**config.mk**
```make
export PLATFORM = sky130hd
export DESIGN_NAME = gregorian_date_difference
export DESIGN_NICKNAME = d
export VERILOG_FILES = /design/src/rtl/core/gdd_pkg.sv /design/src/rtl/core/gregorian_date_difference.sv /design/src/rtl/core/gdd_day_number.sv
export SDC_FILE = /design/constraint.sdc
export NUM_CORES = 2
export LEC_CHECK = 0
export ABC_AREA = 0
export BUFFER_PORTS_ARGS = -buffer_cell sky130_fd_sc_hd__buf_2
export CORE_UTILIZATION = 40
export DETAILED_ROUTE_END_ITERATION = 8
export HOLD_SLACK_MARGIN = 0.05
export SLEW_MARGIN = 20
export SYNTH_ARGS = -nofsm -noshare
export SYNTH_HDL_FRONTEND = slang
export SYNTH_SLANG_ARGS = --single-unit
```
**constraint.sdc**
```tcl
create_clock -name aclk -period 7.1 [get_ports aclk]
set_input_delay 1.065 -clock aclk [delete_from_list [all_inputs] [get_ports aclk]]
set_output_delay 1.065 -clock aclk [all_outputs]
set_load 0.05 [all_outputs]
```
**src/rtl/core/gdd_pkg.sv**
```systemverilog
// Shared widths, constants, tables and types for the Gregorian date difference block.
package gdd_pkg;

    localparam int DAY_W         = 5;
    localparam int MONTH_W       = 4;
    localparam int YEAR_W        = 14;
    localparam int DIFF_W        = 23;
    localparam int MAX_YEAR_DEF  = 9999;

    // floor(y / 100) == (y * RECIP100) >> RECIP100_SH for every 14-bit y.
    localparam int RECIP100      = 5243;
    localparam int RECIP100_W    = 13;
    localparam int RECIP100_SH   = 19;
    localparam int PROD100_W     = YEAR_W + RECIP100_W;
    localparam int Q100_W        = PROD100_W - RECIP100_SH;

    localparam int MSTART_W      = 9;
    localparam int SMALL_W       = YEAR_W - 2;

    localparam logic [MONTH_W-1:0] MONTH_JAN = MONTH_W'(1);
    localparam logic [MONTH_W-1:0] MONTH_FEB = MONTH_W'(2);
    localparam logic [MONTH_W-1:0] MONTH_DEC = MONTH_W'(12);
    localparam logic [DAY_W-1:0]   FEB_LEAP_LEN = DAY_W'(29);

    typedef struct packed {
        logic s1;
        logic s2;
        logic s3;
    } stage_en_t;

    // Length of a month in a common year; zero for codes that name no month.
    function automatic logic [DAY_W-1:0] month_len(input logic [MONTH_W-1:0] m);
        logic [DAY_W-1:0] len;
        unique case (m)
            4'd1, 4'd3, 4'd5, 4'd7, 4'd8, 4'd10, 4'd12: len = DAY_W'(31);
            4'd4, 4'd6, 4'd9, 4'd11:                    len = DAY_W'(30);
            4'd2:                                       len = DAY_W'(28);
            default:                                    len = '0;
        endcase
        return len;
    endfunction

    // Days of a common year before the first day of a month.
    function automatic logic [MSTART_W-1:0] month_start(input logic [MONTH_W-1:0] m);
        logic [MSTART_W-1:0] s;
        unique case (m)
            4'd2:    s = MSTART_W'(31);
            4'd3:    s = MSTART_W'(59);
            4'd4:    s = MSTART_W'(90);
            4'd5:    s = MSTART_W'(120);
            4'd6:    s = MSTART_W'(151);
            4'd7:    s = MSTART_W'(181);
            4'd8:    s = MSTART_W'(212);
            4'd9:    s = MSTART_W'(243);
            4'd10:   s = MSTART_W'(273);
            4'd11:   s = MSTART_W'(304);
            4'd12:   s = MSTART_W'(334);
            default: s = '0;
        endcase
        return s;
    endfunction

endpackage

```
**src/rtl/core/gregorian_date_difference.sv**
```systemverilog
// Top level: two day-number pipelines, the subtraction stage and the output handshake.
// Pipeline: four register stages, the last of which drives the m_ ports.
// Throughput: one item per cycle while m_ready is high; each stage advances on its own,
// so bubbles close up during an output stall; the input is ready when any stage can move.
// Reset (aresetn low, synchronous) clears only the stage valid bits; no item survives it.
// Datapath registers hold no reset value and are loaded as items pass.
module gregorian_date_difference import gdd_pkg::*; #(
    parameter int MAX_YEAR = MAX_YEAR_DEF
) (
    input  logic                     aclk,
    input  logic                     aresetn,
    input  logic                     s_valid,
    output logic                     s_ready,
    input  logic [DAY_W-1:0]         s_first_day,
    input  logic [MONTH_W-1:0]       s_first_month,
    input  logic [YEAR_W-1:0]        s_first_year,
    input  logic [DAY_W-1:0]         s_second_day,
    input  logic [MONTH_W-1:0]       s_second_month,
    input  logic [YEAR_W-1:0]        s_second_year,
    output logic                     m_valid,
    input  logic                     m_ready,
    output logic                     m_first_valid,
    output logic                     m_second_valid,
    output logic signed [DIFF_W-1:0] m_day_difference,
    output logic                     m_second_earlier
);

    localparam int DN_W  = $clog2(MAX_YEAR * 366 + 1);
    localparam int EXT_W = (DN_W + 1 > DIFF_W) ? DN_W + 1 : DIFF_W;

    logic      v1_reg, v2_reg, v3_reg, v4_reg;
    logic      en1, en2, en3, en4;
    stage_en_t en;

    always_comb begin
        en4  = !v4_reg || m_ready;
        en3  = !v3_reg || en4;
        en2  = !v2_reg || en3;
        en1  = !v1_reg || en2;
        en.s1 = en1;
        en.s2 = en2;
        en.s3 = en3;
    end

    assign s_ready = en1;

    always_ff @(posedge aclk) begin
        if (!aresetn) begin
            v1_reg <= 1'b0;
            v2_reg <= 1'b0;
            v3_reg <= 1'b0;
            v4_reg <= 1'b0;
        end else begin
            if (en1) v1_reg <= s_valid;
            if (en2) v2_reg <= v1_reg;
            if (en3) v3_reg <= v2_reg;
            if (en4) v4_reg <= v3_reg;
        end
    end

    logic [DN_W-1:0] dn_first, dn_second;
    logic            ok_first, ok_second;

    gdd_day_number #(.MAX_YEAR(MAX_YEAR), .DN_W(DN_W)) u_first (
        .aclk    (aclk),
        .en      (en),
        .day     (s_first_day),
        .month   (s_first_month),
        .year    (s_first_year),
        .day_num (dn_first),
        .date_ok (ok_first)
    );

    gdd_day_number #(.MAX_YEAR(MAX_YEAR), .DN_W(DN_W)) u_second (
        .aclk    (aclk),
        .en      (en),
        .day     (s_second_day),
        .month   (s_second_month),
        .year    (s_second_year),
        .day_num (dn_second),
        .date_ok (ok_second)
    );

    // Output stage: the difference is forced to zero unless both dates are valid.
    logic                     first_valid_reg, second_valid_reg, earlier_reg;
    logic signed [DIFF_W-1:0] diff_reg;
    logic signed [DN_W:0]     diff_full;
    logic signed [EXT_W-1:0]  diff_ext;
    logic                     both_ok;

    always_comb begin
        both_ok   = ok_first && ok_second;
        diff_full = signed'({1'b0, dn_second}) - signed'({1'b0, dn_first});
        diff_ext  = EXT_W'(diff_full);
    end

    always_ff @(posedge aclk) begin
        if (en4) begin
            first_valid_reg  <= ok_first;
            second_valid_reg <= ok_second;
            diff_reg         <= both_ok ? diff_ext[DIFF_W-1:0] : '0;
            earlier_reg      <= both_ok && (dn_second < dn_first);
        end
    end

    assign m_valid          = v4_reg;
    assign m_first_valid    = first_valid_reg;
    assign m_second_valid   = second_valid_reg;
    assign m_day_difference = diff_reg;
    assign m_second_earlier = earlier_reg;

endmodule

```
**src/rtl/core/gdd_day_number.sv**
```systemverilog
// Three-stage pipeline that checks one date and converts it to a day number.
module gdd_day_number import gdd_pkg::*; #(
    parameter int MAX_YEAR = MAX_YEAR_DEF,
    parameter int DN_W     = $clog2(MAX_YEAR * 366 + 1)
) (
    input  logic               aclk,
    input  stage_en_t          en,
    input  logic [DAY_W-1:0]   day,
    input  logic [MONTH_W-1:0] month,
    input  logic [YEAR_W-1:0]  year,
    output logic [DN_W-1:0]    day_num,
    output logic               date_ok
);

    localparam int YCMP_W = 17;

    // Stage 1: range checks and the two divisions by 100.
    logic [YEAR_W-1:0]    year_reg,   pm1_reg;
    logic [Q100_W-1:0]    qy_reg,     qp_reg;
    logic [MONTH_W-1:0]   m1_reg;
    logic [DAY_W-1:0]     d1_reg;
    logic                 range_ok1_reg, len_ok1_reg, feb29_1_reg;

    logic [YEAR_W-1:0]    pm1_next;
    logic [PROD100_W-1:0] prod_y, prod_p;
    logic                 range_ok_next, len_ok_next, feb29_next;

    always_comb begin
        pm1_next      = year - YEAR_W'(1);
        prod_y        = PROD100_W'(year) * PROD100_W'(RECIP100);
        prod_p        = PROD100_W'(pm1_next) * PROD100_W'(RECIP100);
        range_ok_next = (month >= MONTH_JAN) && (month <= MONTH_DEC) &&
                        (year != '0) && (YCMP_W'(year) <= YCMP_W'(MAX_YEAR)) &&
                        (day != '0);
        len_ok_next   = day <= month_len(month);
        feb29_next    = (month == MONTH_FEB) && (day == FEB_LEAP_LEN);
    end

    always_ff @(posedge aclk) begin
        if (en.s1) begin
            year_reg      <= year;
            pm1_reg       <= pm1_next;
            qy_reg        <= prod_y[PROD100_W-1:RECIP100_SH];
            qp_reg        <= prod_p[PROD100_W-1:RECIP100_SH];
            m1_reg        <= month;
            d1_reg        <= day;
            range_ok1_reg <= range_ok_next;
            len_ok1_reg   <= len_ok_next;
            feb29_1_reg   <= feb29_next;
        end
    end

    // Stage 2: leap year test and the whole-year part of the day number.
    logic [DN_W-1:0]      base_reg;
    logic [SMALL_W-1:0]   small_reg;
    logic                 leap_reg;
    logic [MONTH_W-1:0]   m2_reg;
    logic [DAY_W-1:0]     d2_reg;
    logic                 range_ok2_reg, len_ok2_reg, feb29_2_reg;

    logic                 div100, leap_next;
    logic [SMALL_W-1:0]   small_next;

    always_comb begin
        div100     = year_reg == YEAR_W'(qy_reg) * YEAR_W'(100);
        leap_next  = ((year_reg[1:0] == 2'b00) && !div100) ||
                     (div100 && (qy_reg[1:0] == 2'b00));
        small_next = pm1_reg[YEAR_W-1:2] - SMALL_W'(qp_reg) + SMALL_W'(qp_reg >> 2);
    end

    always_ff @(posedge aclk) begin
        if (en.s2) begin
            base_reg      <= DN_W'(365 * pm1_reg);
            small_reg     <= small_next;
            leap_reg      <= leap_next;
            m2_reg        <= m1_reg;
            d2_reg        <= d1_reg;
            range_ok2_reg <= range_ok1_reg;
            len_ok2_reg   <= len_ok1_reg;
            feb29_2_reg   <= feb29_1_reg;
        end
    end

    // Stage 3: add the month and day parts and settle validity.
    logic [DN_W-1:0] dn_reg;
    logic            ok_reg;
    logic            leap_adj;

    assign leap_adj = leap_reg && (m2_reg > MONTH_FEB);

    always_ff @(posedge aclk) begin
        if (en.s3) begin
            dn_reg <= base_reg + DN_W'(small_reg) + DN_W'(month_start(m2_reg)) +
                      DN_W'(leap_adj) + DN_W'(d2_reg) - DN_W'(1);
            ok_reg <= range_ok2_reg && (len_ok2_reg || (feb29_2_reg && leap_reg));
        end
    end

    assign day_num = dn_reg;
    assign date_ok = ok_reg;

endmodule
```
After elaboration in Yosys (flattened, before gate mapping) --
Memory sizes are Yosys's and may differ from the RTL's. A register that Yosys moved wholly into a read port is not among the register bits. Index checks and enable logic that the tools add are counted.
Cells by class: magnitude comparators 11, shift-type cells 0, $add $sub $neg 17, divide/modulo/power cells 0, multipliers 8, eq/ne operators 6, reduce and logical (&&, ||, !) cells 44, bitwise operators 0, mux-type cells 4
Operators with widths (number):
- 14-bit by 13-bit multiplier with 27-bit output (second input constant) | 4
- 22-bit by 1-bit adder with 22-bit output | 2
- 22-bit by 12-bit adder with 22-bit output | 2
- 22-bit by 5-bit adder with 22-bit output | 2
- 22-bit by 9-bit adder with 22-bit output | 2
- 9-bit by 14-bit multiplier with 22-bit output (first input constant) | 2
- 22-bit by 1-bit subtractor with 22-bit output (second input constant) | 2
- 14-bit == test | 2
- 14-bit <= comparator (second input constant) | 2
- 14-bit nonzero test | 2
- 14-bit by 1-bit subtractor with 14-bit output (second input constant) | 2
- 12-bit by 6-bit adder with 12-bit output | 2
- 8-bit by 5-bit multiplier with 12-bit output (second input constant) | 2
- 12-bit by 8-bit subtractor with 12-bit output | 2
- 22-bit by 22-bit subtractor with 23-bit output | 1
- 1-bit logical AND | 22
- 22-bit < comparator | 1
- 9-bit 2-to-1 mux | 2
- 5-bit == test (second input constant) | 2
- 5-bit <= comparator | 2
- 5-bit nonzero test | 2
- 4-bit by 2-bit == test with 1-bit output (second input constant) | 2
- 4-bit by 1-bit greater-or-equal comparator with 1-bit output (second input constant) | 2
- 4-bit by 2-bit greater-than comparator with 1-bit output (second input constant) | 2
- other kinds (5) | 22
Word-level totals: memories kept 4, RAM bits 0, latch bits 0, flip-flop bits (word level) 282, bits in read-only memories 448
Memories:
- (no name shown) | words 16, width 9, read ports 1, clocked after Yosys merged registers in 1, write ports 0, line gdd_pkg.sv:46 | unique case (m)
- (no name shown) | words 16, width 9, read ports 1, clocked after Yosys merged registers in 1, write ports 0, line gdd_pkg.sv:46
- (no name shown) | words 16, width 5, read ports 1, clocked after Yosys merged registers in 0, write ports 0, line gdd_pkg.sv:34 | unique case (m)
- (no name shown) | words 16, width 5, read ports 1, clocked after Yosys merged registers in 0, write ports 0, line gdd_pkg.sv:34

Longest topological paths before layout --
word-level depth 8, gate-level depth with buffers 27

Cells and area by module --
A second synthesis with hierarchy kept.
Unflattened totals: cell total of the unflattened synthesis 3494, area, all modules 36745.2 um2
By module, submodules not included:
- gdd_day_number (u_second) | seq. area each 3963.8 um2, instances 1, cells each 1636, area an instance 17307.8 um2
- gdd_day_number (u_first) | seq. area each 3963.8 um2, instances 1, cells each 1603, area an instance 17120.2 um2
- gregorian_date_difference | seq. area each 860.8 um2, instances 1, cells each 255, area an instance 2317.2 um2

Least setup slack after synthesis --
No wires, ideal clock.
path type input-to-reg, start input port s_first_year[2], end register u_first.qp_reg[6], data pin, arrival 7.315 ns, setup slack -0.477 ns, cell stages on the path 25, library setup time 0.262 ns, buffers on the path 0, path through inv_1 -> ha_1 -> a21boi_1 -> o21ai_0 -> a21boi_0 -> o21ai_0 -> a21boi_0 -> nand2_1 -> xnor2_1 -> ha_1 -> ha_1 -> fa_1 -> fa_1 -> inv_1 -> fa_1 -> inv_1 -> ha_1 -> a21o_1 -> a2111oi_0 -> o31a_1 -> a31oi_1 -> a41o_1 -> a211oi_1 -> o21bai_1 -> xor2_1
Between the ends: cells in the longest elaborated chain, start to end 2
RTL lines:
- from (decl) | line gregorian_date_difference.sv:16 | input logic [YEAR_W-1:0] s_first_year,
- 14-bit by 1-bit subtractor with 14-bit output | line gdd_day_number.sv:29 | pm1_next = year - YEAR_W'(1);
- net u_first.pm1_next[13] | line gdd_day_number.sv:24 | logic [YEAR_W-1:0] pm1_next;
- 14-bit by 13-bit multiplier with 27-bit output | line gdd_day_number.sv:31 | prod_p = PROD100_W'(pm1_next) * PROD100_W'(RECIP100);
- net u_first.prod_p[25] | line gdd_day_number.sv:25 | logic [PROD100_W-1:0] prod_y, prod_p;
- to (signal assigned) | line gdd_day_number.sv:44 | qp_reg <= prod_p[PROD100_W-1:RECIP100_SH];
- to (decl) | line gdd_day_number.sv:19 | logic [Q100_W-1:0] qy_reg, qp_reg;
The timed path passes the listed nets, and every way through them passes these cells. A chain may end at the register's enable or synchronous reset.

Final worst setup path --
start input port s_first_year[1], end register u_first.qp_reg[6], data pin
Between the ends: cells in the longest elaborated chain, start to end 2
RTL lines (line):
- 14-bit by 1-bit subtractor with 14-bit output | gdd_day_number.sv:29
- 14-bit by 13-bit multiplier with 27-bit output | gdd_day_number.sv:31
- net u_first.prod_p[25] | gdd_day_number.sv:25
The timed path passes the listed nets, and every way through them passes these cells.

==> metrics.txt <==
vias in the first global route=24500; CTS Sinks=300; dpl ws=-332 ps; clk slew on worst S/H paths=60 ps; FF-to-FF path depth=15; Synth async-reset ratio=0%; mapped cell area=0.0367 mm^2; Mapped Cells=3509; Slew @ Worst Pin=1040 ps; slew margin rel.=30.6%; Fin. Hold Viols=0; area leader, netlist=ha_1; Final setup violation count=0; most frequent cell after synthesis=inv_1; wire per inst=14.8 um; Num CTS Buffers=39; Synthesized Nets=4720; Reg-to-Reg Start=u_first.pm1_reg[7]; hold path start=u_second.d1_reg[3]; Core Area=0.0906 mm^2; RSZ-0062 raised after global routing=false; worst-skew pair later-pin latency=560 ps; Syn Area/Cell=10.5 um^2; Final Cycle Share=94.3%; clk root buf=clkbuf_16; grt ovf=0; port bufs=77; clock skew=20.2 ps; Max Cap Viol=0; critical path launch point type=primary input; layout cells sized above 1=7.54%; router iterations before antenna repair=5; die span in y=305 um; kind of critical path=in -> reg; hpwl dp=63800 um; Starting Density=40.6%; CP Max Fanout=4; worst hold path type=reg -> reg; residual DRC count=0; Total Routing Usage GR=16.4%; drt via density=4.73; first-pass GRT wire length=123000 um; Clock Tree Buf Depth=3; cell count of the worst hold path=0; CTS tree=built; initial antenna violation count=8; Final ANT Viol Nets=0; Final nets=4948; number of synthesized flops with an enable pin=278; Reg2Reg Setup Slack=2190 ps; via count=23400; fin. max-slew vios=0; First DRT Iteration DRCs=930; flops & latches, synth=300; top_reg_cell synth=edfxtp_1; Die X=305 um; YS warnings=0; total wire length=73300 um; status=finished clean; Synth cell types=73; Crit path required time=7390 ps; Worst setup EP type=flop; max reg flops=23; synth cell count leaders=940 x inv_1, 780 x ha_1, 381 x fa_1, 278 x edfxtp_1, 148 x xnor2_1; Worst EP arrival=6990 ps; H-tree Lvls=2; RD Place Congestion=0.844; Worst Hold Path EP=u_second.d2_reg[3]; row cnt=110; pin count of the biggest net entering global routing=66; Peak Freq=149 MHz; slack of the critical path=402 ps; r2r endpoint=u_first.base_reg[21]; die area=0.0931 mm^2; fin crit period=6700 ps; I/O Pins=78; post-synth top area share=26.6%; top post-synthesis cells by area=ha_1 27%, edfxtp_1 23%, fa_1 21%; Area Growth Syn to Fin=11.1%; post-synthesis sequential area ratio=23.9%
critical path, stage by stage:
cell	delay [ps]
buf_2	90
inv_1	60
ha_1	180
a21boi_1	150
o21ai_0	280
a21boi_1	130
o21ai_0	300
a21boi_1	140
buf_4	160
xnor2_2	130
buf_4	160
nor2_1	180
fa_1	480
fa_1	510
fa_1	540
inv_1	50
fa_1	470
inv_1	40
ha_1	170
a21o_1	180
a2111oi_2	380
o31a_1	190
a31oi_1	130
a41o_1	330
a211oi_2	230
o21bai_1	100
xor2_1	150
worst max-delay path by stage:
stage | from | end | cells past startpoint
after CTS | s_first_year[1] | u_first.qp_reg[6] | 29
final | s_first_year[1] | u_first.qp_reg[6] | 27
after global routing | s_second_year[2] | u_second.qp_reg[5] | 28
after floorplan | s_first_year[2] | u_first.qp_reg[6] | 25
after global placement | s_first_year[1] | u_first.qp_reg[6] | 27
after detailed placement | s_first_year[1] | u_first.qp_reg[6] | 29
final cells by class:
cell class                      count  area, um^2
Timing Repair Buffer              194        1260
Fill cell                        8617       49700
Multi-Input combinational cell   2262       24500
Clock inverter                     25         254
Inverter                          940        3530
Antenna cell                        4        10.0
Tap cell                         1176        1470
Clock buffer                       46        1030
Sequential cell                   300        8790
metrics by stage:
step           instance area (um^2)  TNS, ps  std cells  hold slack, ps  util (%)
6_report                      40800        0       4947             405      45.1
5_1_grt                       40800        0       4944             412      45.1
4_1_cts                       40800        0       4943             403      45.1
3_5_place_dp                  39500    -2390       4872             406      43.6
3_3_place_gp                  39500     -834       4872             403      43.6
2_1_floorplan                 36800        0       3509             400         -
cell usage in the layout, fill, tap and decap left out, types with 65 or more instances in the layout:
cell / instances
inv_1: 939
buf_2: 77
edfxtp_1: 278
fa_1: 381
xnor2_1: 145
nor2_1: 105
a21o_1: 65
buf_4: 117
o21ai_0: 84
ha_1: 780
nand2_1: 109
a21oi_1: 112
logic make-up (layout without fill, tap and decap cells):
group                    count (synthesis)  after routing  share of synthesized area [%]
adder cells (fa/ha/maj)               1161           1161                           47.3
buffers and inverters                  947           1205                           9.68
AO/OA/AOI/OAI                          453            453                           8.27
AND/OR/NAND/NOR                        442            442                           5.84
flip-flops                             300            300                           23.9
XOR/XNOR                               192            192                           4.60
multiplexers                            14             14                          0.392
other                                    0              4                              0
timing repair:
item,4_1_cts,5_1_grt
hold buffers,0,0
setup buffers,0,0
resized for setup,0,2
setup endpoints to repair,0,5
per-layer routing:
layer / global-route usage (%) / wire length [um] / vias up
met3: 2.01 / 1840 / 83
met4: 3.44 / 1530 / 8
met5: 0 / 42 / -
met1: 22.3 / 35800 / 11100
li1: - / - / 12000
met2: 27.8 / 34100 / 225
Power is not shown: default switching activity piles up to over one toggle a cycle in this logic, so the estimate is an artifact.
